### config.mk
export PLATFORM = sky130hd
export DESIGN_NAME = ps2_keyboard_mouse_controller_unit_flat
export DESIGN_NICKNAME = d
export VERILOG_FILES = /design/src/hw/rtl/ps2kmc_pkg.sv /design/src/hw/rtl/ps2kmc_if.sv /design/src/hw/rtl/ps2kmc_ram.sv /design/src/hw/rtl/ps2kmc_fifo.sv /design/src/hw/rtl/ps2kmc_top.sv /design/src/flat_wrapper.sv
export VERILOG_INCLUDE_DIRS = /design/src /design/src/hw/rtl
export SDC_FILE = /design/constraint.sdc
export NUM_CORES = 2
export LEC_CHECK = 0
export BUFFER_PORTS_ARGS = -buffer_cell sky130_fd_sc_hd__buf_2
export CAP_MARGIN = 40
export CORE_MARGIN = 2
export CORE_UTILIZATION = 57
export DETAILED_ROUTE_END_ITERATION = 7
export PLACE_DENSITY = 0.76
export RECOVER_POWER = 50
export REMOVE_ABC_BUFFERS = 1
export SYNTH_ARGS = -nofsm -noshare
export SYNTH_HDL_FRONTEND = slang
export SYNTH_SLANG_ARGS = --single-unit
### constraint.sdc
create_clock -name clk -period 4.4 [get_ports clk]
set_clock_uncertainty 0.05 [all_clocks]
set_input_delay 0.66 -clock clk [delete_from_list [all_inputs] [get_ports clk]]
set_output_delay 0.66 -clock clk [all_outputs]
set_load 0.02 [all_outputs]
### src/hw/rtl/assert_macros.svh
// Assertion macros shared by the controller RTL.
// Needs signals clk and arst_n in the including module.
`ifndef ASSERT_MACROS_SVH
`define ASSERT_MACROS_SVH

// check that a property holds on every clock out of reset
`define PS2KMC_ASSERT(lbl, prop, msg) \
	lbl: assert property (@(posedge clk) disable iff (!arst_n) prop) else $error(msg);

// check that a condition never holds out of reset
`define PS2KMC_NEVER(lbl, cond, msg) \
	lbl: assert property (@(posedge clk) disable iff (!arst_n) !(cond)) else $error(msg);

`endif

### src/hw/rtl/ps2kmc_pkg.sv
// Types, codes and constants of the keyboard and mouse controller.
// No dependencies.
`default_nettype none

package ps2kmc_pkg;

	localparam logic [2:0] MODE_BUS_READ  = 3'd0;
	localparam logic [2:0] MODE_BUS_WRITE = 3'd1;
	localparam logic [2:0] MODE_KEY       = 3'd2;
	localparam logic [2:0] MODE_MOVE      = 3'd3;
	localparam logic [2:0] MODE_BUTTON    = 3'd4;
	localparam logic [2:0] MODE_REPORT    = 3'd5;

	localparam logic [2:0] OFF_DATA  = 3'd0;
	localparam logic [2:0] OFF_PORTB = 3'd1;
	localparam logic [2:0] OFF_CMD   = 3'd4;

	localparam logic [2:0] ERR_NONE    = 3'd0;
	localparam logic [2:0] ERR_UNSUP   = 3'd1;
	localparam logic [2:0] ERR_OVERLAP = 3'd2;
	localparam logic [2:0] ERR_DEVCMD  = 3'd3;
	localparam logic [2:0] ERR_FIFO    = 3'd4;
	localparam logic [2:0] ERR_RANGE   = 3'd5;

	localparam logic [1:0] DEST_KBD   = 2'd0;
	localparam logic [1:0] DEST_MOUSE = 2'd1;
	localparam logic [1:0] DEST_RAM   = 2'd2;
	localparam logic [1:0] DEST_OUTP  = 2'd3;

	localparam logic [1:0] SRC_EMPTY = 2'd0;
	localparam logic [1:0] SRC_KBD   = 2'd1;
	localparam logic [1:0] SRC_MOUSE = 2'd2;

	localparam logic [7:0] BYTE_ACK     = 8'hFA;
	localparam logic [7:0] BYTE_TEST_OK = 8'h55;
	localparam logic [7:0] BYTE_BAT_OK  = 8'hAA;
	localparam logic [7:0] BYTE_EXT     = 8'hE0;
	localparam logic [7:0] BYTE_ZERO    = 8'h00;
	localparam logic [7:0] A20_OFF      = 8'hDD;
	localparam logic [7:0] A20_ON       = 8'hDF;
	localparam logic [7:0] RAM_CFG_ADDR  = 8'h20;
	localparam logic [7:0] RAM_BASE_ADDR = 8'h2B;
	localparam logic [7:0] TARGET_NONE   = 8'hFF;
	localparam logic [7:0] CFG_RESET     = 8'h20;
	localparam logic [7:0] BASE_RESET    = 8'h20;
	localparam logic [7:0] RATE_RESET    = 8'd100;
	localparam logic [7:0] RES_RESET     = 8'd2;

	localparam int CFG_KBD_IRQ = 0;
	localparam int CFG_MS_IRQ  = 1;
	localparam int CFG_KBD_DIS = 4;
	localparam int CFG_MS_DIS  = 5;

	localparam logic [7:0] CMD_MS_DISABLE  = 8'hA7;
	localparam logic [7:0] CMD_MS_ENABLE   = 8'hA8;
	localparam logic [7:0] CMD_MS_TEST     = 8'hA9;
	localparam logic [7:0] CMD_SELF_TEST   = 8'hAA;
	localparam logic [7:0] CMD_KBD_TEST    = 8'hAB;
	localparam logic [7:0] CMD_KBD_DISABLE = 8'hAD;
	localparam logic [7:0] CMD_KBD_ENABLE  = 8'hAE;
	localparam logic [7:0] CMD_WR_OUTPORT  = 8'hD1;
	localparam logic [7:0] CMD_WR_MOUSE    = 8'hD4;
	localparam logic [7:0] CMD_NOP         = 8'hFF;

	localparam logic [7:0] KB_CMD_MISC    = 8'h05;
	localparam logic [7:0] KB_CMD_LEDS    = 8'hED;
	localparam logic [7:0] KB_CMD_ID      = 8'hF2;
	localparam logic [7:0] KB_CMD_RATE    = 8'hF3;
	localparam logic [7:0] KB_CMD_ENABLE  = 8'hF4;
	localparam logic [7:0] KB_CMD_DISABLE = 8'hF5;
	localparam logic [7:0] KB_CMD_RESET   = 8'hFF;

	localparam logic [7:0] MS_CMD_SCALE1   = 8'hE6;
	localparam logic [7:0] MS_CMD_SCALE2   = 8'hE7;
	localparam logic [7:0] MS_CMD_SET_RES  = 8'hE8;
	localparam logic [7:0] MS_CMD_STATUS   = 8'hE9;
	localparam logic [7:0] MS_CMD_END_WRAP = 8'hEC;
	localparam logic [7:0] MS_CMD_WRAP     = 8'hEE;
	localparam logic [7:0] MS_CMD_ID       = 8'hF2;
	localparam logic [7:0] MS_CMD_RATE     = 8'hF3;
	localparam logic [7:0] MS_CMD_ENABLE   = 8'hF4;
	localparam logic [7:0] MS_CMD_DISABLE  = 8'hF5;
	localparam logic [7:0] MS_CMD_RESET    = 8'hFF;

	typedef enum logic [2:0] {
		ST_IDLE,
		ST_DECODE,
		ST_RAMRD,
		ST_PUSH,
		ST_FILL,
		ST_LOAD,
		ST_FINISH
	} state_t;

	typedef struct packed {
		logic       we;
		logic       clr;
		logic [7:0] waddr;
		logic [7:0] wdata;
		logic [7:0] raddr;
	} ram_req_t;

	typedef struct packed {
		logic       push;
		logic       pop;
		logic       clr;
		logic [7:0] wdata;
	} fifo_req_t;

	typedef struct packed {
		logic empty;
		logic full;
	} fifo_sts_t;

	function automatic logic [7:0] ram_init_byte(logic [7:0] addr);
		if (addr == RAM_CFG_ADDR) return CFG_RESET;
		if (addr == RAM_BASE_ADDR) return BASE_RESET;
		return 8'h00;
	endfunction

	function automatic logic [15:0] sat16(logic [16:0] s);
		if (s[16] != s[15]) return s[16] ? 16'h8000 : 16'h7FFF;
		return s[15:0];
	endfunction

endpackage

`default_nettype wire

### src/hw/rtl/ps2kmc_if.sv
// Request and response channel interfaces of the controller.
// No dependencies.
`default_nettype none

interface ps2kmc_req_if;
	logic               valid;
	logic               ready;
	logic [2:0]         mode;
	logic [2:0]         port_offset;
	logic [7:0]         write_value;
	logic [6:0]         scan_code;
	logic               extended_key;
	logic               pressed;
	logic signed [15:0] move_dx;
	logic signed [15:0] move_dy;
	logic [1:0]         button_index;

	modport source (output valid, mode, port_offset, write_value, scan_code, extended_key,
		pressed, move_dx, move_dy, button_index, input ready);
	modport sink (input valid, mode, port_offset, write_value, scan_code, extended_key,
		pressed, move_dx, move_dy, button_index, output ready);
endinterface

interface ps2kmc_rsp_if;
	logic       valid;
	logic       ready;
	logic [7:0] read_data;
	logic       irq_port1;
	logic       irq_port2;
	logic       a20_enable;
	logic       a20_changed;
	logic [2:0] error_code;

	modport source (output valid, read_data, irq_port1, irq_port2, a20_enable, a20_changed,
		error_code, input ready);
	modport sink (input valid, read_data, irq_port1, irq_port2, a20_enable, a20_changed,
		error_code, output ready);
endinterface

`default_nettype wire

### src/hw/rtl/ps2kmc_ram.sv
// Controller RAM: synchronous memory, registered read, per-byte valid bits.
// Depends on ps2kmc_pkg.
`default_nettype none

module ps2kmc_ram #(
	parameter int RAM_BYTES = 64
) (
	input  logic                 clk,
	input  logic                 arst_n,
	input  ps2kmc_pkg::ram_req_t req,
	output logic [7:0]           rdata
);
	import ps2kmc_pkg::*;

	localparam int AW = $clog2(RAM_BYTES);

	logic [7:0]           mem [RAM_BYTES];
	logic [RAM_BYTES-1:0] vld_q;
	logic [7:0]           rd_s1;
	logic [7:0]           raddr_s1;
	logic                 rd_vld_s1;

	always_ff @(posedge clk) begin
		if (req.we) begin
			mem[req.waddr[AW-1:0]] <= req.wdata;
		end
		rd_s1    <= mem[req.raddr[AW-1:0]];
		raddr_s1 <= req.raddr;
	end

	always_ff @(posedge clk or negedge arst_n) begin
		if (!arst_n) begin
			vld_q     <= '0;
			rd_vld_s1 <= 1'b0;
		end else begin
			rd_vld_s1 <= vld_q[req.raddr[AW-1:0]];
			if (req.clr) begin
				vld_q <= '0;
			end else if (req.we) begin
				vld_q[req.waddr[AW-1:0]] <= 1'b1;
			end
		end
	end

	assign rdata = rd_vld_s1 ? rd_s1 : ram_init_byte(raddr_s1);

endmodule

`default_nettype wire

### src/hw/rtl/ps2kmc_fifo.sv
// Byte FIFO on a synchronous memory with registered read data.
// Depends on ps2kmc_pkg.
`default_nettype none

module ps2kmc_fifo #(
	parameter int DEPTH = 16
) (
	input  logic                  clk,
	input  logic                  arst_n,
	input  ps2kmc_pkg::fifo_req_t req,
	output ps2kmc_pkg::fifo_sts_t sts,
	output logic [7:0]            rdata
);
	import ps2kmc_pkg::*;

	localparam int AW = $clog2(DEPTH);
	localparam int CW = $clog2(DEPTH + 1);

	logic [7:0]    mem [DEPTH];
	logic [AW-1:0] head_q;
	logic [AW-1:0] tail_q;
	logic [CW-1:0] count_q;
	logic [7:0]    rdata_q;

	function automatic logic [AW-1:0] ptr_next(logic [AW-1:0] p);
		return (p == AW'(DEPTH - 1)) ? '0 : p + 1'b1;
	endfunction

	always_ff @(posedge clk) begin
		if (req.push) begin
			mem[tail_q] <= req.wdata;
		end
		if (req.pop) begin
			rdata_q <= mem[head_q];
		end
	end

	always_ff @(posedge clk or negedge arst_n) begin
		if (!arst_n) begin
			head_q  <= '0;
			tail_q  <= '0;
			count_q <= '0;
		end else if (req.clr) begin
			head_q  <= '0;
			tail_q  <= '0;
			count_q <= '0;
		end else begin
			if (req.push) begin
				tail_q <= ptr_next(tail_q);
			end
			if (req.pop) begin
				head_q <= ptr_next(head_q);
			end
			case ({req.push, req.pop})
				2'b10:   count_q <= count_q + 1'b1;
				2'b01:   count_q <= count_q - 1'b1;
				default: count_q <= count_q;
			endcase
		end
	end

	assign sts.empty = (count_q == '0);
	assign sts.full  = (count_q == CW'(DEPTH));
	assign rdata     = rdata_q;

endmodule

`default_nettype wire

### src/hw/rtl/ps2kmc_top.sv
// Steps: DECODE, RAMRD on a RAM read, PUSH writing one FIFO byte a cycle unless it is full
// (up to four per item), FILL, LOAD on a latch refill, then FINISH registers the result.
// Throughput: one item at a time; the next item is taken once the result is registered,
// even while that result waits on the response side.
// Reset: asynchronous, active low; the RAM valid bits clear at once, no clearing pass.
// Depends on ps2kmc_pkg, ps2kmc_if, ps2kmc_ram, ps2kmc_fifo, assert_macros.svh.
`default_nettype none
`include "assert_macros.svh"

module ps2_keyboard_mouse_controller_unit #(
	parameter int KEYBOARD_FIFO_DEPTH = 16,
	parameter int MOUSE_FIFO_DEPTH    = 16,
	parameter int RAM_BYTES           = 64
) (
	input  logic                clk,
	input  logic                arst_n,
	ps2kmc_req_if.sink          req,
	ps2kmc_rsp_if.source        rsp
);
	import ps2kmc_pkg::*;

	state_t state_q, state_d;

	logic [2:0]         mode_q;
	logic [2:0]         off_q;
	logic [7:0]         wv_q;
	logic [6:0]         sc_q;
	logic               ext_q;
	logic               prs_q;
	logic signed [15:0] dx_q;
	logic signed [15:0] dy_q;
	logic [1:0]         btn_q;

	logic               cmd_pend_q;
	logic [7:0]         portb_q;
	logic [7:0]         latch_q;
	logic [1:0]         lsrc_q;
	logic [7:0]         tgt_q;
	logic [1:0]         dest_q;
	logic               await_q;
	logic               argkb_q;
	logic [7:0]         pdc_q;
	logic               wrap_q;
	logic               report_q;
	logic               scal_q;
	logic [7:0]         res_q;
	logic [7:0]         rate_q;
	logic [2:0]         btns_q;
	logic signed [15:0] sumx_q;
	logic signed [15:0] sumy_q;
	logic               a20_q;
	logic [7:0]         cfg_q;
	logic [7:0]         base_q;

	logic [7:0] bytes_q [4];
	logic [2:0] nbyte_q;
	logic [1:0] idx_q;
	logic       to_ms_q;
	logic       check_q;
	logic [2:0] err_q;
	logic [2:0] errpost_q;
	logic [7:0] rd_q;
	logic       a20chg_q;
	logic       pop_ms_q;

	logic       rsp_valid_q;
	logic [7:0] rsp_rd_q;
	logic       rsp_irq1_q;
	logic       rsp_irq2_q;
	logic       rsp_a20_q;
	logic       rsp_a20chg_q;
	logic [2:0] rsp_err_q;

	// decode results
	logic               n_cmd_pend;
	logic [7:0]         n_portb;
	logic [7:0]         n_latch;
	logic [1:0]         n_lsrc;
	logic [7:0]         n_tgt;
	logic [1:0]         n_dest;
	logic               n_await;
	logic               n_argkb;
	logic [7:0]         n_pdc;
	logic               n_wrap;
	logic               n_report;
	logic               n_scal;
	logic [7:0]         n_res;
	logic [7:0]         n_rate;
	logic [2:0]         n_btns;
	logic [15:0]        n_sumx;
	logic [15:0]        n_sumy;
	logic               n_a20;
	logic [7:0]         n_cfg;
	logic [7:0]         n_base;
	logic [7:0]         n_bytes [4];
	logic [2:0]         n_nbyte;
	logic               n_to_ms;
	logic               n_check;
	logic               n_ramrd;
	logic [2:0]         n_err;
	logic [2:0]         n_errpost;
	logic [7:0]         n_rd;
	logic               n_a20chg;
	logic               n_fclr;
	logic               n_we;
	logic [7:0]         n_waddr;
	logic [7:0]         n_wdata;

	logic [7:0]         coff;
	logic               coff_bad;
	logic [16:0]        sumx_w;
	logic [16:0]        sumy_w;
	logic signed [16:0] ny;
	logic               xov;
	logic               yov;
	logic [7:0]         xb;
	logic [7:0]         yb;
	logic [7:0]         mstat;

	ram_req_t   ram_req;
	logic [7:0] ram_rdata;
	fifo_req_t  kb_req;
	fifo_req_t  ms_req;
	fifo_sts_t  kb_sts;
	fifo_sts_t  ms_sts;
	logic [7:0] kb_rdata;
	logic [7:0] ms_rdata;

	logic push_full;
	logic push_last;
	logic fill_kb;
	logic fill_ms;
	logic finish_go;

	ps2kmc_ram #(.RAM_BYTES(RAM_BYTES)) u_ram (
		.clk    (clk),
		.arst_n (arst_n),
		.req    (ram_req),
		.rdata  (ram_rdata)
	);

	ps2kmc_fifo #(.DEPTH(KEYBOARD_FIFO_DEPTH)) u_kb_fifo (
		.clk    (clk),
		.arst_n (arst_n),
		.req    (kb_req),
		.sts    (kb_sts),
		.rdata  (kb_rdata)
	);

	ps2kmc_fifo #(.DEPTH(MOUSE_FIFO_DEPTH)) u_ms_fifo (
		.clk    (clk),
		.arst_n (arst_n),
		.req    (ms_req),
		.sts    (ms_sts),
		.rdata  (ms_rdata)
	);

	assign coff = wv_q[5] ? {3'b001, wv_q[4:0]} : base_q + {3'b000, wv_q[4:0]};
	assign coff_bad = ({1'b0, coff} >= 9'(RAM_BYTES));
	assign sumx_w = {sumx_q[15], sumx_q} + {dx_q[15], dx_q};
	assign sumy_w = {sumy_q[15], sumy_q} + {dy_q[15], dy_q};
	assign ny = 17'sd0 - $signed({sumy_q[15], sumy_q});
	assign xov = (sumx_q > 16'sd255) || (sumx_q < -16'sd255);
	assign yov = (ny > 17'sd255) || (ny < -17'sd255);
	assign xb = xov ? (sumx_q[15] ? 8'h01 : 8'hFF) : sumx_q[7:0];
	assign yb = yov ? (ny[16] ? 8'h01 : 8'hFF) : ny[7:0];
	assign mstat = {yov, xov, ny[16], sumx_q[15], 1'b1, btns_q};

	always_comb begin
		n_cmd_pend = cmd_pend_q;
		n_portb    = portb_q;
		n_latch    = latch_q;
		n_lsrc     = lsrc_q;
		n_tgt      = tgt_q;
		n_dest     = dest_q;
		n_await    = await_q;
		n_argkb    = argkb_q;
		n_pdc      = pdc_q;
		n_wrap     = wrap_q;
		n_report   = report_q;
		n_scal     = scal_q;
		n_res      = res_q;
		n_rate     = rate_q;
		n_btns     = btns_q;
		n_sumx     = sumx_q;
		n_sumy     = sumy_q;
		n_a20      = a20_q;
		n_cfg      = cfg_q;
		n_base     = base_q;
		for (int i = 0; i < 4; i++) begin
			n_bytes[i] = BYTE_ZERO;
		end
		n_nbyte   = 3'd0;
		n_to_ms   = 1'b0;
		n_check   = 1'b0;
		n_ramrd   = 1'b0;
		n_err     = ERR_NONE;
		n_errpost = ERR_NONE;
		n_rd      = 8'h00;
		n_a20chg  = 1'b0;
		n_fclr    = 1'b0;
		n_we      = 1'b0;
		n_waddr   = RAM_CFG_ADDR;
		n_wdata   = cfg_q;

		unique case (mode_q)
			MODE_BUS_READ: begin
				unique case (off_q)
					OFF_DATA: begin
						n_rd    = latch_q;
						n_lsrc  = SRC_EMPTY;
						n_check = 1'b1;
					end
					OFF_PORTB: begin
						n_portb = portb_q ^ 8'h10;
						n_rd    = portb_q ^ 8'h10;
					end
					OFF_CMD: begin
						n_rd = {2'b00, lsrc_q == SRC_MOUSE, 1'b0, cmd_pend_q, 2'b00,
							lsrc_q != SRC_EMPTY};
					end
					default: begin
						n_rd  = 8'hFF;
						n_err = ERR_UNSUP;
					end
				endcase
			end
			MODE_BUS_WRITE: begin
				unique case (off_q)
					OFF_DATA: begin
						n_check = 1'b1;
						if (cmd_pend_q) begin
							n_dest     = DEST_KBD;
							n_cmd_pend = 1'b0;
							unique case (dest_q)
								DEST_RAM: begin
									if ({1'b0, tgt_q} < 9'(RAM_BYTES)) begin
										n_we    = 1'b1;
										n_waddr = tgt_q;
										n_wdata = wv_q;
										if (tgt_q == RAM_CFG_ADDR) n_cfg = wv_q;
										if (tgt_q == RAM_BASE_ADDR) n_base = wv_q;
									end
									n_tgt = TARGET_NONE;
								end
								DEST_OUTP: begin
									if (wv_q == A20_OFF || wv_q == A20_ON) begin
										n_a20    = wv_q[1];
										n_a20chg = 1'b1;
									end else begin
										n_err = ERR_UNSUP;
									end
								end
								DEST_MOUSE: begin
									n_cfg   = cfg_q & ~8'h20;
									n_we    = 1'b1;
									n_wdata = cfg_q & ~8'h20;
									n_to_ms = 1'b1;
									n_nbyte = 3'd1;
									n_bytes[0] = BYTE_ACK;
									if (await_q) begin
										if (argkb_q) n_err = ERR_OVERLAP;
										n_await = 1'b0;
										if (pdc_q == MS_CMD_SET_RES) n_res = wv_q;
										else if (pdc_q == MS_CMD_RATE) n_rate = wv_q;
									end else if (wrap_q && wv_q != MS_CMD_END_WRAP &&
										wv_q != MS_CMD_RESET) begin
										n_bytes[0] = wv_q;
									end else begin
										unique case (wv_q) inside
											MS_CMD_SCALE1: n_scal = 1'b0;
											MS_CMD_SCALE2: n_scal = 1'b1;
											MS_CMD_SET_RES, MS_CMD_RATE: begin
												n_pdc   = wv_q;
												n_await = 1'b1;
												n_argkb = 1'b0;
											end
											MS_CMD_STATUS: begin
												n_nbyte    = 3'd4;
												n_bytes[1] = {2'b00, report_q, scal_q, 1'b0,
													btns_q};
												n_bytes[2] = res_q;
												n_bytes[3] = rate_q;
												n_sumx     = 16'h0000;
												n_sumy     = 16'h0000;
											end
											MS_CMD_END_WRAP: n_wrap = 1'b0;
											MS_CMD_WRAP:     n_wrap = 1'b1;
											MS_CMD_ID: begin
												n_nbyte    = 3'd2;
												n_bytes[1] = BYTE_ZERO;
											end
											MS_CMD_ENABLE:  n_report = 1'b1;
											MS_CMD_DISABLE: n_report = 1'b0;
											MS_CMD_RESET: begin
												n_wrap     = 1'b0;
												n_rate     = RATE_RESET;
												n_res      = RES_RESET;
												n_scal     = 1'b0;
												n_report   = 1'b0;
												n_btns     = 3'd0;
												n_sumx     = 16'h0000;
												n_sumy     = 16'h0000;
												n_nbyte    = 3'd3;
												n_bytes[1] = BYTE_BAT_OK;
												n_bytes[2] = BYTE_ZERO;
											end
											default: n_errpost = ERR_DEVCMD;
										endcase
									end
								end
								default: n_err = ERR_UNSUP;
							endcase
						end else begin
							n_cfg   = cfg_q & ~8'h10;
							n_we    = 1'b1;
							n_wdata = cfg_q & ~8'h10;
							n_nbyte = 3'd1;
							n_bytes[0] = BYTE_ACK;
							if (await_q) begin
								if (!argkb_q) n_err = ERR_OVERLAP;
								n_await = 1'b0;
							end else begin
								unique case (wv_q) inside
									KB_CMD_MISC, KB_CMD_ID, KB_CMD_ENABLE, KB_CMD_DISABLE: begin
									end
									KB_CMD_LEDS, KB_CMD_RATE: begin
										n_pdc   = wv_q;
										n_await = 1'b1;
										n_argkb = 1'b1;
									end
									KB_CMD_RESET: begin
										n_nbyte    = 3'd2;
										n_bytes[1] = BYTE_BAT_OK;
									end
									default: n_errpost = ERR_DEVCMD;
								endcase
							end
						end
					end
					OFF_CMD: begin
						if (!wv_q[7]) begin
							if (coff_bad) begin
								n_err = ERR_RANGE;
							end else if (wv_q[6]) begin
								n_tgt      = coff;
								n_dest     = DEST_RAM;
								n_cmd_pend = 1'b1;
							end else begin
								n_ramrd = 1'b1;
								n_nbyte = 3'd1;
								n_check = 1'b1;
							end
						end else begin
							n_check = 1'b1;
							unique case (wv_q) inside
								CMD_MS_DISABLE: begin
									n_cfg = cfg_q | 8'h20;
									n_we  = 1'b1;
									n_wdata = cfg_q | 8'h20;
								end
								CMD_MS_ENABLE: begin
									n_cfg = cfg_q & ~8'h20;
									n_we  = 1'b1;
									n_wdata = cfg_q & ~8'h20;
								end
								CMD_KBD_DISABLE: begin
									n_cfg = cfg_q | 8'h10;
									n_we  = 1'b1;
									n_wdata = cfg_q | 8'h10;
								end
								CMD_KBD_ENABLE: begin
									n_cfg = cfg_q & ~8'h10;
									n_we  = 1'b1;
									n_wdata = cfg_q & ~8'h10;
								end
								CMD_MS_TEST, CMD_KBD_TEST: begin
									n_nbyte    = 3'd1;
									n_bytes[0] = BYTE_ZERO;
								end
								CMD_SELF_TEST: begin
									n_cmd_pend = 1'b0;
									n_portb    = 8'h00;
									n_latch    = 8'h00;
									n_lsrc     = SRC_EMPTY;
									n_tgt      = TARGET_NONE;
									n_dest     = DEST_KBD;
									n_await    = 1'b0;
									n_argkb    = 1'b1;
									n_pdc      = 8'h00;
									n_wrap     = 1'b0;
									n_report   = 1'b0;
									n_scal     = 1'b0;
									n_res      = RES_RESET;
									n_rate     = RATE_RESET;
									n_btns     = 3'd0;
									n_sumx     = 16'h0000;
									n_sumy     = 16'h0000;
									n_a20      = 1'b0;
									n_cfg      = CFG_RESET;
									n_base     = BASE_RESET;
									n_a20chg   = 1'b1;
									n_fclr     = 1'b1;
									n_nbyte    = 3'd1;
									n_bytes[0] = BYTE_TEST_OK;
								end
								CMD_WR_OUTPORT: begin
									n_dest     = DEST_OUTP;
									n_cmd_pend = 1'b1;
								end
								CMD_WR_MOUSE: begin
									n_dest     = DEST_MOUSE;
									n_cmd_pend = 1'b1;
								end
								CMD_NOP: begin
								end
								default: begin
									n_check = 1'b0;
									n_err   = ERR_UNSUP;
								end
							endcase
						end
					end
					OFF_PORTB: begin
					end
					default: n_err = ERR_UNSUP;
				endcase
			end
			MODE_KEY: begin
				n_check = 1'b1;
				if (ext_q) begin
					n_nbyte    = 3'd2;
					n_bytes[0] = BYTE_EXT;
					n_bytes[1] = {~prs_q, sc_q};
				end else begin
					n_nbyte    = 3'd1;
					n_bytes[0] = {~prs_q, sc_q};
				end
			end
			MODE_MOVE: begin
				n_sumx = sat16(sumx_w);
				n_sumy = sat16(sumy_w);
			end
			MODE_BUTTON: begin
				if (btn_q != 2'd3) begin
					n_btns[btn_q] = prs_q;
				end
			end
			MODE_REPORT: begin
				if (!cfg_q[CFG_MS_DIS] && report_q) begin
					n_check    = 1'b1;
					n_to_ms    = 1'b1;
					n_nbyte    = 3'd3;
					n_bytes[0] = mstat;
					n_bytes[1] = xb;
					n_bytes[2] = yb;
					n_sumx     = 16'h0000;
					n_sumy     = 16'h0000;
				end
			end
			default: n_err = ERR_UNSUP;
		endcase
	end

	assign push_full = to_ms_q ? ms_sts.full : kb_sts.full;
	assign push_last = ({1'b0, idx_q} == nbyte_q - 3'd1);
	assign fill_kb   = (state_q == ST_FILL) && check_q && (lsrc_q == SRC_EMPTY) && !kb_sts.empty;
	assign fill_ms   = (state_q == ST_FILL) && check_q && (lsrc_q == SRC_EMPTY) && kb_sts.empty &&
		!ms_sts.empty;
	assign finish_go = (state_q == ST_FINISH) && (!rsp_valid_q || rsp.ready);

	always_comb begin
		ram_req.we    = (state_q == ST_DECODE) && n_we;
		ram_req.clr   = (state_q == ST_DECODE) && n_fclr;
		ram_req.waddr = n_waddr;
		ram_req.wdata = n_wdata;
		ram_req.raddr = coff;

		kb_req.push  = (state_q == ST_PUSH) && !to_ms_q && !kb_sts.full;
		kb_req.pop   = fill_kb;
		kb_req.clr   = (state_q == ST_DECODE) && n_fclr;
		kb_req.wdata = bytes_q[idx_q];

		ms_req.push  = (state_q == ST_PUSH) && to_ms_q && !ms_sts.full;
		ms_req.pop   = fill_ms;
		ms_req.clr   = (state_q == ST_DECODE) && n_fclr;
		ms_req.wdata = bytes_q[idx_q];
	end

	always_ff @(posedge clk or negedge arst_n) begin
		if (!arst_n) begin
			state_q <= ST_IDLE;
		end else begin
			state_q <= state_d;
		end
	end

	always_comb begin
		state_d = state_q;
		unique case (state_q)
			ST_IDLE: begin
				if (req.valid) state_d = ST_DECODE;
			end
			ST_DECODE: begin
				if (n_nbyte == 3'd0) state_d = ST_FILL;
				else if (n_ramrd) state_d = ST_RAMRD;
				else state_d = ST_PUSH;
			end
			ST_RAMRD: state_d = ST_PUSH;
			ST_PUSH: begin
				if (push_last) state_d = ST_FILL;
			end
			ST_FILL: begin
				if (fill_kb || fill_ms) state_d = ST_LOAD;
				else state_d = ST_FINISH;
			end
			ST_LOAD: state_d = ST_FINISH;
			ST_FINISH: begin
				if (finish_go) state_d = ST_IDLE;
			end
			default: state_d = ST_IDLE;
		endcase
	end

	assign req.ready = (state_q == ST_IDLE);

	always_ff @(posedge clk) begin
		if (req.valid && req.ready) begin
			mode_q <= req.mode;
			off_q  <= req.port_offset;
			wv_q   <= req.write_value;
			sc_q   <= req.scan_code;
			ext_q  <= req.extended_key;
			prs_q  <= req.pressed;
			dx_q   <= req.move_dx;
			dy_q   <= req.move_dy;
			btn_q  <= req.button_index;
		end
		if (state_q == ST_DECODE) begin
			bytes_q   <= n_bytes;
			nbyte_q   <= n_nbyte;
			to_ms_q   <= n_to_ms;
			errpost_q <= n_errpost;
			rd_q      <= n_rd;
		end
		if (state_q == ST_RAMRD) begin
			bytes_q[0] <= ram_rdata;
		end
		if (fill_kb || fill_ms) begin
			pop_ms_q <= fill_ms;
		end
		if (finish_go) begin
			rsp_rd_q     <= rd_q;
			rsp_irq1_q   <= check_q && (lsrc_q == SRC_KBD) && cfg_q[CFG_KBD_IRQ] &&
				!cfg_q[CFG_KBD_DIS];
			rsp_irq2_q   <= check_q && (lsrc_q == SRC_MOUSE) && cfg_q[CFG_MS_IRQ] &&
				!cfg_q[CFG_MS_DIS];
			rsp_a20_q    <= a20_q;
			rsp_a20chg_q <= a20chg_q;
			rsp_err_q    <= (err_q != ERR_NONE) ? err_q : errpost_q;
		end
	end

	always_ff @(posedge clk or negedge arst_n) begin
		if (!arst_n) begin
			cmd_pend_q  <= 1'b0;
			portb_q     <= 8'h00;
			latch_q     <= 8'h00;
			lsrc_q      <= SRC_EMPTY;
			tgt_q       <= TARGET_NONE;
			dest_q      <= DEST_KBD;
			await_q     <= 1'b0;
			argkb_q     <= 1'b1;
			pdc_q       <= 8'h00;
			wrap_q      <= 1'b0;
			report_q    <= 1'b0;
			scal_q      <= 1'b0;
			res_q       <= RES_RESET;
			rate_q      <= RATE_RESET;
			btns_q      <= 3'd0;
			sumx_q      <= 16'sd0;
			sumy_q      <= 16'sd0;
			a20_q       <= 1'b0;
			cfg_q       <= CFG_RESET;
			base_q      <= BASE_RESET;
			idx_q       <= 2'd0;
			check_q     <= 1'b0;
			err_q       <= ERR_NONE;
			a20chg_q    <= 1'b0;
			rsp_valid_q <= 1'b0;
		end else begin
			unique case (state_q)
				ST_DECODE: begin
					cmd_pend_q <= n_cmd_pend;
					portb_q    <= n_portb;
					latch_q    <= n_latch;
					lsrc_q     <= n_lsrc;
					tgt_q      <= n_tgt;
					dest_q     <= n_dest;
					await_q    <= n_await;
					argkb_q    <= n_argkb;
					pdc_q      <= n_pdc;
					wrap_q     <= n_wrap;
					report_q   <= n_report;
					scal_q     <= n_scal;
					res_q      <= n_res;
					rate_q     <= n_rate;
					btns_q     <= n_btns;
					sumx_q     <= n_sumx;
					sumy_q     <= n_sumy;
					a20_q      <= n_a20;
					cfg_q      <= n_cfg;
					base_q     <= n_base;
					idx_q      <= 2'd0;
					check_q    <= n_check;
					err_q      <= n_err;
					a20chg_q   <= n_a20chg;
				end
				ST_PUSH: begin
					idx_q <= idx_q + 2'd1;
					if (push_full && err_q == ERR_NONE) err_q <= ERR_FIFO;
				end
				ST_FILL: begin
					if (fill_kb) lsrc_q <= SRC_KBD;
					else if (fill_ms) lsrc_q <= SRC_MOUSE;
				end
				ST_LOAD: begin
					latch_q <= pop_ms_q ? ms_rdata : kb_rdata;
				end
				default: begin
				end
			endcase
			if (rsp_valid_q && rsp.ready) rsp_valid_q <= 1'b0;
			if (finish_go) rsp_valid_q <= 1'b1;
		end
	end

	assign rsp.valid       = rsp_valid_q;
	assign rsp.read_data   = rsp_rd_q;
	assign rsp.irq_port1   = rsp_irq1_q;
	assign rsp.irq_port2   = rsp_irq2_q;
	assign rsp.a20_enable  = rsp_a20_q;
	assign rsp.a20_changed = rsp_a20chg_q;
	assign rsp.error_code  = rsp_err_q;

	`PS2KMC_ASSERT(a_empty_latch_empty_fifos, (state_q == ST_IDLE && lsrc_q == SRC_EMPTY) |-> (kb_sts.empty && ms_sts.empty), "latch empty while a FIFO holds bytes")
	`PS2KMC_ASSERT(a_load_after_fill, (state_q == ST_LOAD) |-> $past(state_q == ST_FILL), "latch load without a FIFO pop")
	`PS2KMC_NEVER(a_no_push_full, (kb_req.push && kb_sts.full) || (ms_req.push && ms_sts.full), "push into a full FIFO")
	`PS2KMC_ASSERT(a_ram_wr_range, ram_req.we |-> ({1'b0, ram_req.waddr} < 9'(RAM_BYTES)), "RAM write beyond the RAM")

endmodule

`default_nettype wire
### src/flat_wrapper.sv
// flat-port wrapper written by rule: the top's interface ports become plain ports
module ps2_keyboard_mouse_controller_unit_flat import ps2kmc_pkg::*;
#(
	parameter int KEYBOARD_FIFO_DEPTH = 16,
	parameter int MOUSE_FIFO_DEPTH    = 16,
	parameter int RAM_BYTES           = 64
)
  (clk, arst_n, req_valid, req_mode, req_port_offset, req_write_value, req_scan_code, req_extended_key, req_pressed, req_move_dx, req_move_dy, req_button_index, req_ready, rsp_valid, rsp_read_data, rsp_irq_port1, rsp_irq_port2, rsp_a20_enable, rsp_a20_changed, rsp_error_code, rsp_ready);
  ps2kmc_req_if req_i ();
  ps2kmc_rsp_if rsp_i ();
  input  logic clk;
  input  logic arst_n;
  input wire logic [$bits(req_i.valid)-1:0] req_valid;
  input wire logic [$bits(req_i.mode)-1:0] req_mode;
  input wire logic [$bits(req_i.port_offset)-1:0] req_port_offset;
  input wire logic [$bits(req_i.write_value)-1:0] req_write_value;
  input wire logic [$bits(req_i.scan_code)-1:0] req_scan_code;
  input wire logic [$bits(req_i.extended_key)-1:0] req_extended_key;
  input wire logic [$bits(req_i.pressed)-1:0] req_pressed;
  input wire logic [$bits(req_i.move_dx)-1:0] req_move_dx;
  input wire logic [$bits(req_i.move_dy)-1:0] req_move_dy;
  input wire logic [$bits(req_i.button_index)-1:0] req_button_index;
  output wire logic [$bits(req_i.ready)-1:0] req_ready;
  output wire logic [$bits(rsp_i.valid)-1:0] rsp_valid;
  output wire logic [$bits(rsp_i.read_data)-1:0] rsp_read_data;
  output wire logic [$bits(rsp_i.irq_port1)-1:0] rsp_irq_port1;
  output wire logic [$bits(rsp_i.irq_port2)-1:0] rsp_irq_port2;
  output wire logic [$bits(rsp_i.a20_enable)-1:0] rsp_a20_enable;
  output wire logic [$bits(rsp_i.a20_changed)-1:0] rsp_a20_changed;
  output wire logic [$bits(rsp_i.error_code)-1:0] rsp_error_code;
  input wire logic [$bits(rsp_i.ready)-1:0] rsp_ready;
  assign req_i.valid = req_valid;
  assign req_i.mode = req_mode;
  assign req_i.port_offset = req_port_offset;
  assign req_i.write_value = req_write_value;
  assign req_i.scan_code = req_scan_code;
  assign req_i.extended_key = req_extended_key;
  assign req_i.pressed = req_pressed;
  assign req_i.move_dx = req_move_dx;
  assign req_i.move_dy = req_move_dy;
  assign req_i.button_index = req_button_index;
  assign req_ready = req_i.ready;
  assign rsp_valid = rsp_i.valid;
  assign rsp_read_data = rsp_i.read_data;
  assign rsp_irq_port1 = rsp_i.irq_port1;
  assign rsp_irq_port2 = rsp_i.irq_port2;
  assign rsp_a20_enable = rsp_i.a20_enable;
  assign rsp_a20_changed = rsp_i.a20_changed;
  assign rsp_error_code = rsp_i.error_code;
  assign rsp_i.ready = rsp_ready;
  ps2_keyboard_mouse_controller_unit #(.KEYBOARD_FIFO_DEPTH(KEYBOARD_FIFO_DEPTH), .MOUSE_FIFO_DEPTH(MOUSE_FIFO_DEPTH), .RAM_BYTES(RAM_BYTES)) u_core (.clk(clk), .arst_n(arst_n), .req(req_i), .rsp(rsp_i));
endmodule
==> impl_metrics.ini <==
[status]
status = finished, violations left
violations = capacitance limit, slew limit

[final_layout]
drive_above_1_share_pct = 12.22
final_cells = 5161
mostFrequentLayoutCell = edfxtp_1
final_cell_mix = edfxtp_1 (902), nand2_1 (749), nor2_1 (221), dfrtp_1 (188), a31oi_1 (165)
diodes = 0
nets = 4047
area_delta_synth_final_pct = 11.95

[global_routing]
globalRouteMet2Util_pct = 43.79
track_usage_pct = 27.33
use_met3_pct = 5.141
gr-total-overflow = 0
grt_max_degree = 146
grt_pass1_wl_mm = 187.3
globalRoute.busiestLayer = met2
grt_pass1_vias = 31360
gr-usage-met1_pct = 38.15
antenna_found_initial = 2

[worst_setup_path]
worstPathArrival_ps = 4690
cp.required_ps = 4900
cp-end-kind = flop
start_kind = flop
worstSetupPathType = reg -> reg
r2r_start = u_core.wv_q[0]
setup.worst_path.start = u_core.wv_q[0]
critPathMaxFanout = 74

[cts]
clock_path_buffers = 3
cts_root_buffer = clkbuf_16
htreeDepth = 3
cts.repair.resized = 0
clk_latency_ps = 710
cts_sinks = 1123
numCtsBuffers = 111
cts_tree = yes
cts.clk_slew.worst_paths_ps = 60

[sta]
finalMaxSlewViolations = 241
fin_crit_sh_pct = 95.24
period_minus_slack_ps = 4190
tightest_slew_ps = 3153
whs_ps = 74.35
setup_viol_count_final = 0
relSlewSlack_pct = -110.2
fmax_mhz = 238.6
rsz0062_at_grt = no
finalHoldViolCount = 0

[floorplan]
die_h_um = 298.0
pin_count = 78
num_rows = 107
start_util_pct = 57.67
die-area_um2 = 88780
die_w_um = 298.0
core_area_um2 = 85410

[pwr]
p_sw_share_pct = 31.47
max-vdd-ir-drop_uv = 444.2
p_int_uw = 21170
power_switching_uw = 9721
p_clk_share_pct = 31.3
p_comb_share_pct = 24.2
p_leak_uw = 0.02051
powerDensity_nw_per_um2 = 560.3
sequentialPowerShare_pct = 44.5

[logic_synthesis]
synth_area_leaders = edfxtp_1 (55%), dfrtp_1 (9.7%), nand2_1 (5.7%)
synth-async-reset-ratio_pct = 18.25
ys_types = 91
yosysTopAreaCellShare_pct = 54.99
ys_seq_area_share_pct = 66.10
synth_area_per_cell_um2 = 12.91
netlist_instances = 3816
yosys_register_bits = 1123
synth_flop_cell = edfxtp_1
yosysWarnings = 0
syn_area_um2 = 49250
synth-edff-count = 902
synth_area_leader_cell = edfxtp_1

[routing]
drt_iter0_drc = 3764
drt-total-wl_mm = 122.1
remaining_drc_errors = 0
ant_nets = 0
wl_per_cell_um = 23.65
vias = 32420
vias_per_cell = 6.281
drtPass1Iterations = 8

[placed_design]
hpwl_mm = 76.35
io_buffers = 77
dp_cells = 4948
routabilityCongestion = 0.9416

[flow_run]
maxCapViolations = 6

[worst_hold_path]
hold_start = req_move_dy[15]
hp-class = in -> reg
## state kept, by name, indices dropped and copies added (netlist names), 16 cells and up
| register | cells |
|---|---|
| u_core.sumx_q | 16 |
| u_core.u_ms_fifo.mem | 128 |
| u_core.bytes_q | 32 |
| u_core.u_ram.vld_q | 64 |
| u_core.dx_q | 16 |
| u_core.u_kb_fifo.mem | 128 |
| u_core.sumy_q | 16 |
| u_core.dy_q | 16 |
| u_core.u_ram.mem | 512 |
## critical path, stage by stage, from the launching register on
cell,delay [ps]
edfxtp_1,400
ha_1,240
fa_1,490
mux2i_1,670
inv_8,360
buf_12,310
nand2_1,90
and3_1,180
a31oi_1,70
mux2i_1,400
mux2i_1,160
mux2i_1,380
mux2i_1,140
## synthesized netlist by cell type, types with 6 or more instances
library cell and instances:
ha_1 62, o21ai_0 122, or2_2 8, dfstp_2 15
nand4_1 14, a221o_1 24, nor4_1 23, o21a_1 48
a211oi_1 11, buf_2 16, and3_1 155, buf_1 24
nand2_1 749, nor3_1 41, or3_1 12, nand2b_1 22
dfrtp_1 190, a21oi_1 109, o31ai_1 19, clkbuf_1 181
edfxtp_1 902, nor2b_1 30, nor3b_1 6, or4_1 7
a21boi_0 6, nand3_1 38, a21o_1 52, a31oi_1 165
nand3b_1 7, mux2i_1 156, mux2_2 29, mux4_2 88
inv_1 51, xnor2_1 27, and2_1 19, o21bai_1 7
o211ai_1 7, xor2_1 25, nor2_1 221, nor4b_1 6
dfxtp_1 16
## through the flow
step / worst slack, ps / instance area [um^2] / utilization (%) / TNS (ps) / power [uW]
floorplan: -18230 / 48390 / - / -337800 / 19250
global placement: 571.4 / 51490 / 60.28 / 0 / 21010
detailed placement: 397.6 / 51600 / 60.41 / 0 / 21280
CTS: 366.0 / 55390 / 64.85 / 0 / 30970
global route: 38.18 / 55140 / 64.56 / 0 / 32130
finish: 209.6 / 55140 / 64.56 / 0 / 30890
## per-layer routing
layer / vias to the layer above / share of wire, %
li1: 14420 / -
met1: 16130 / 40
met2: 1628 / 47
met3: 244 / 9.2
met4: 0 / 3.0
met5: - / 0
## final timing paths
| path | endpoint | slack, ps | cells past startpoint |
|---|---|---|---|
| min reg2reg | u_core.rsp.read_data[6] | 380 | 0 |
| min | u_core.dy_q[15] | 70 | 1 |
| max | u_core.u_ram.rd_s1[4] | 210 | 12 |
| max in group asynchronous | u_core.u_ms_fifo.head_q[1] | 730 | 2 |
| max reg2reg | u_core.u_ram.rd_s1[4] | 210 | 12 |
| min in group asynchronous | u_core.sumx_q[13] | 1390 | 2 |
## power groups by stage
stage | clock [uW] | combinational, uW | sequential [uW]
floorplan | 0 | 5510 | 13700
global placement | 0 | 7040 | 14000
detailed placement | 0 | 7360 | 13900
CTS | 9770 | 7480 | 13700
global route | 10200 | 8100 | 13800
finish | 9680 | 7460 | 13800
## cell families after synthesis
logic type | count (synthesis) | synth area share [%]
adders and majority gates | 67 | 1.778
and+or+nand+nor | 1380 | 12.64
muxes | 273 | 7.857
buffers and inverters | 278 | 2.182
DFF | 1123 | 66.10
xor gates and xnor gates | 52 | 0.9247
AOI/OAI and AO/OA | 643 | 8.525
## final cells by class
| type | instances | area (um^2) |
|---|---|---|
| flip-flops and latches | 1123 | 32560 |
| fillers | 6258 | 30270 |
| multi-input cells | 2415 | 15690 |
| clock buffers | 150 | 3034 |
| repair buffers | 213 | 1463 |
| well taps | 1144 | 1431 |
| clock inverters | 61 | 747.0 |
| inverters | 55 | 215.2 |
## what timing repair did
action	CTS	global route
setup buffers	0	0
hold buffers	1	0
endpoints found under the hold margin	2	0
No activity file was read; power rests on OpenSTA's default activity.
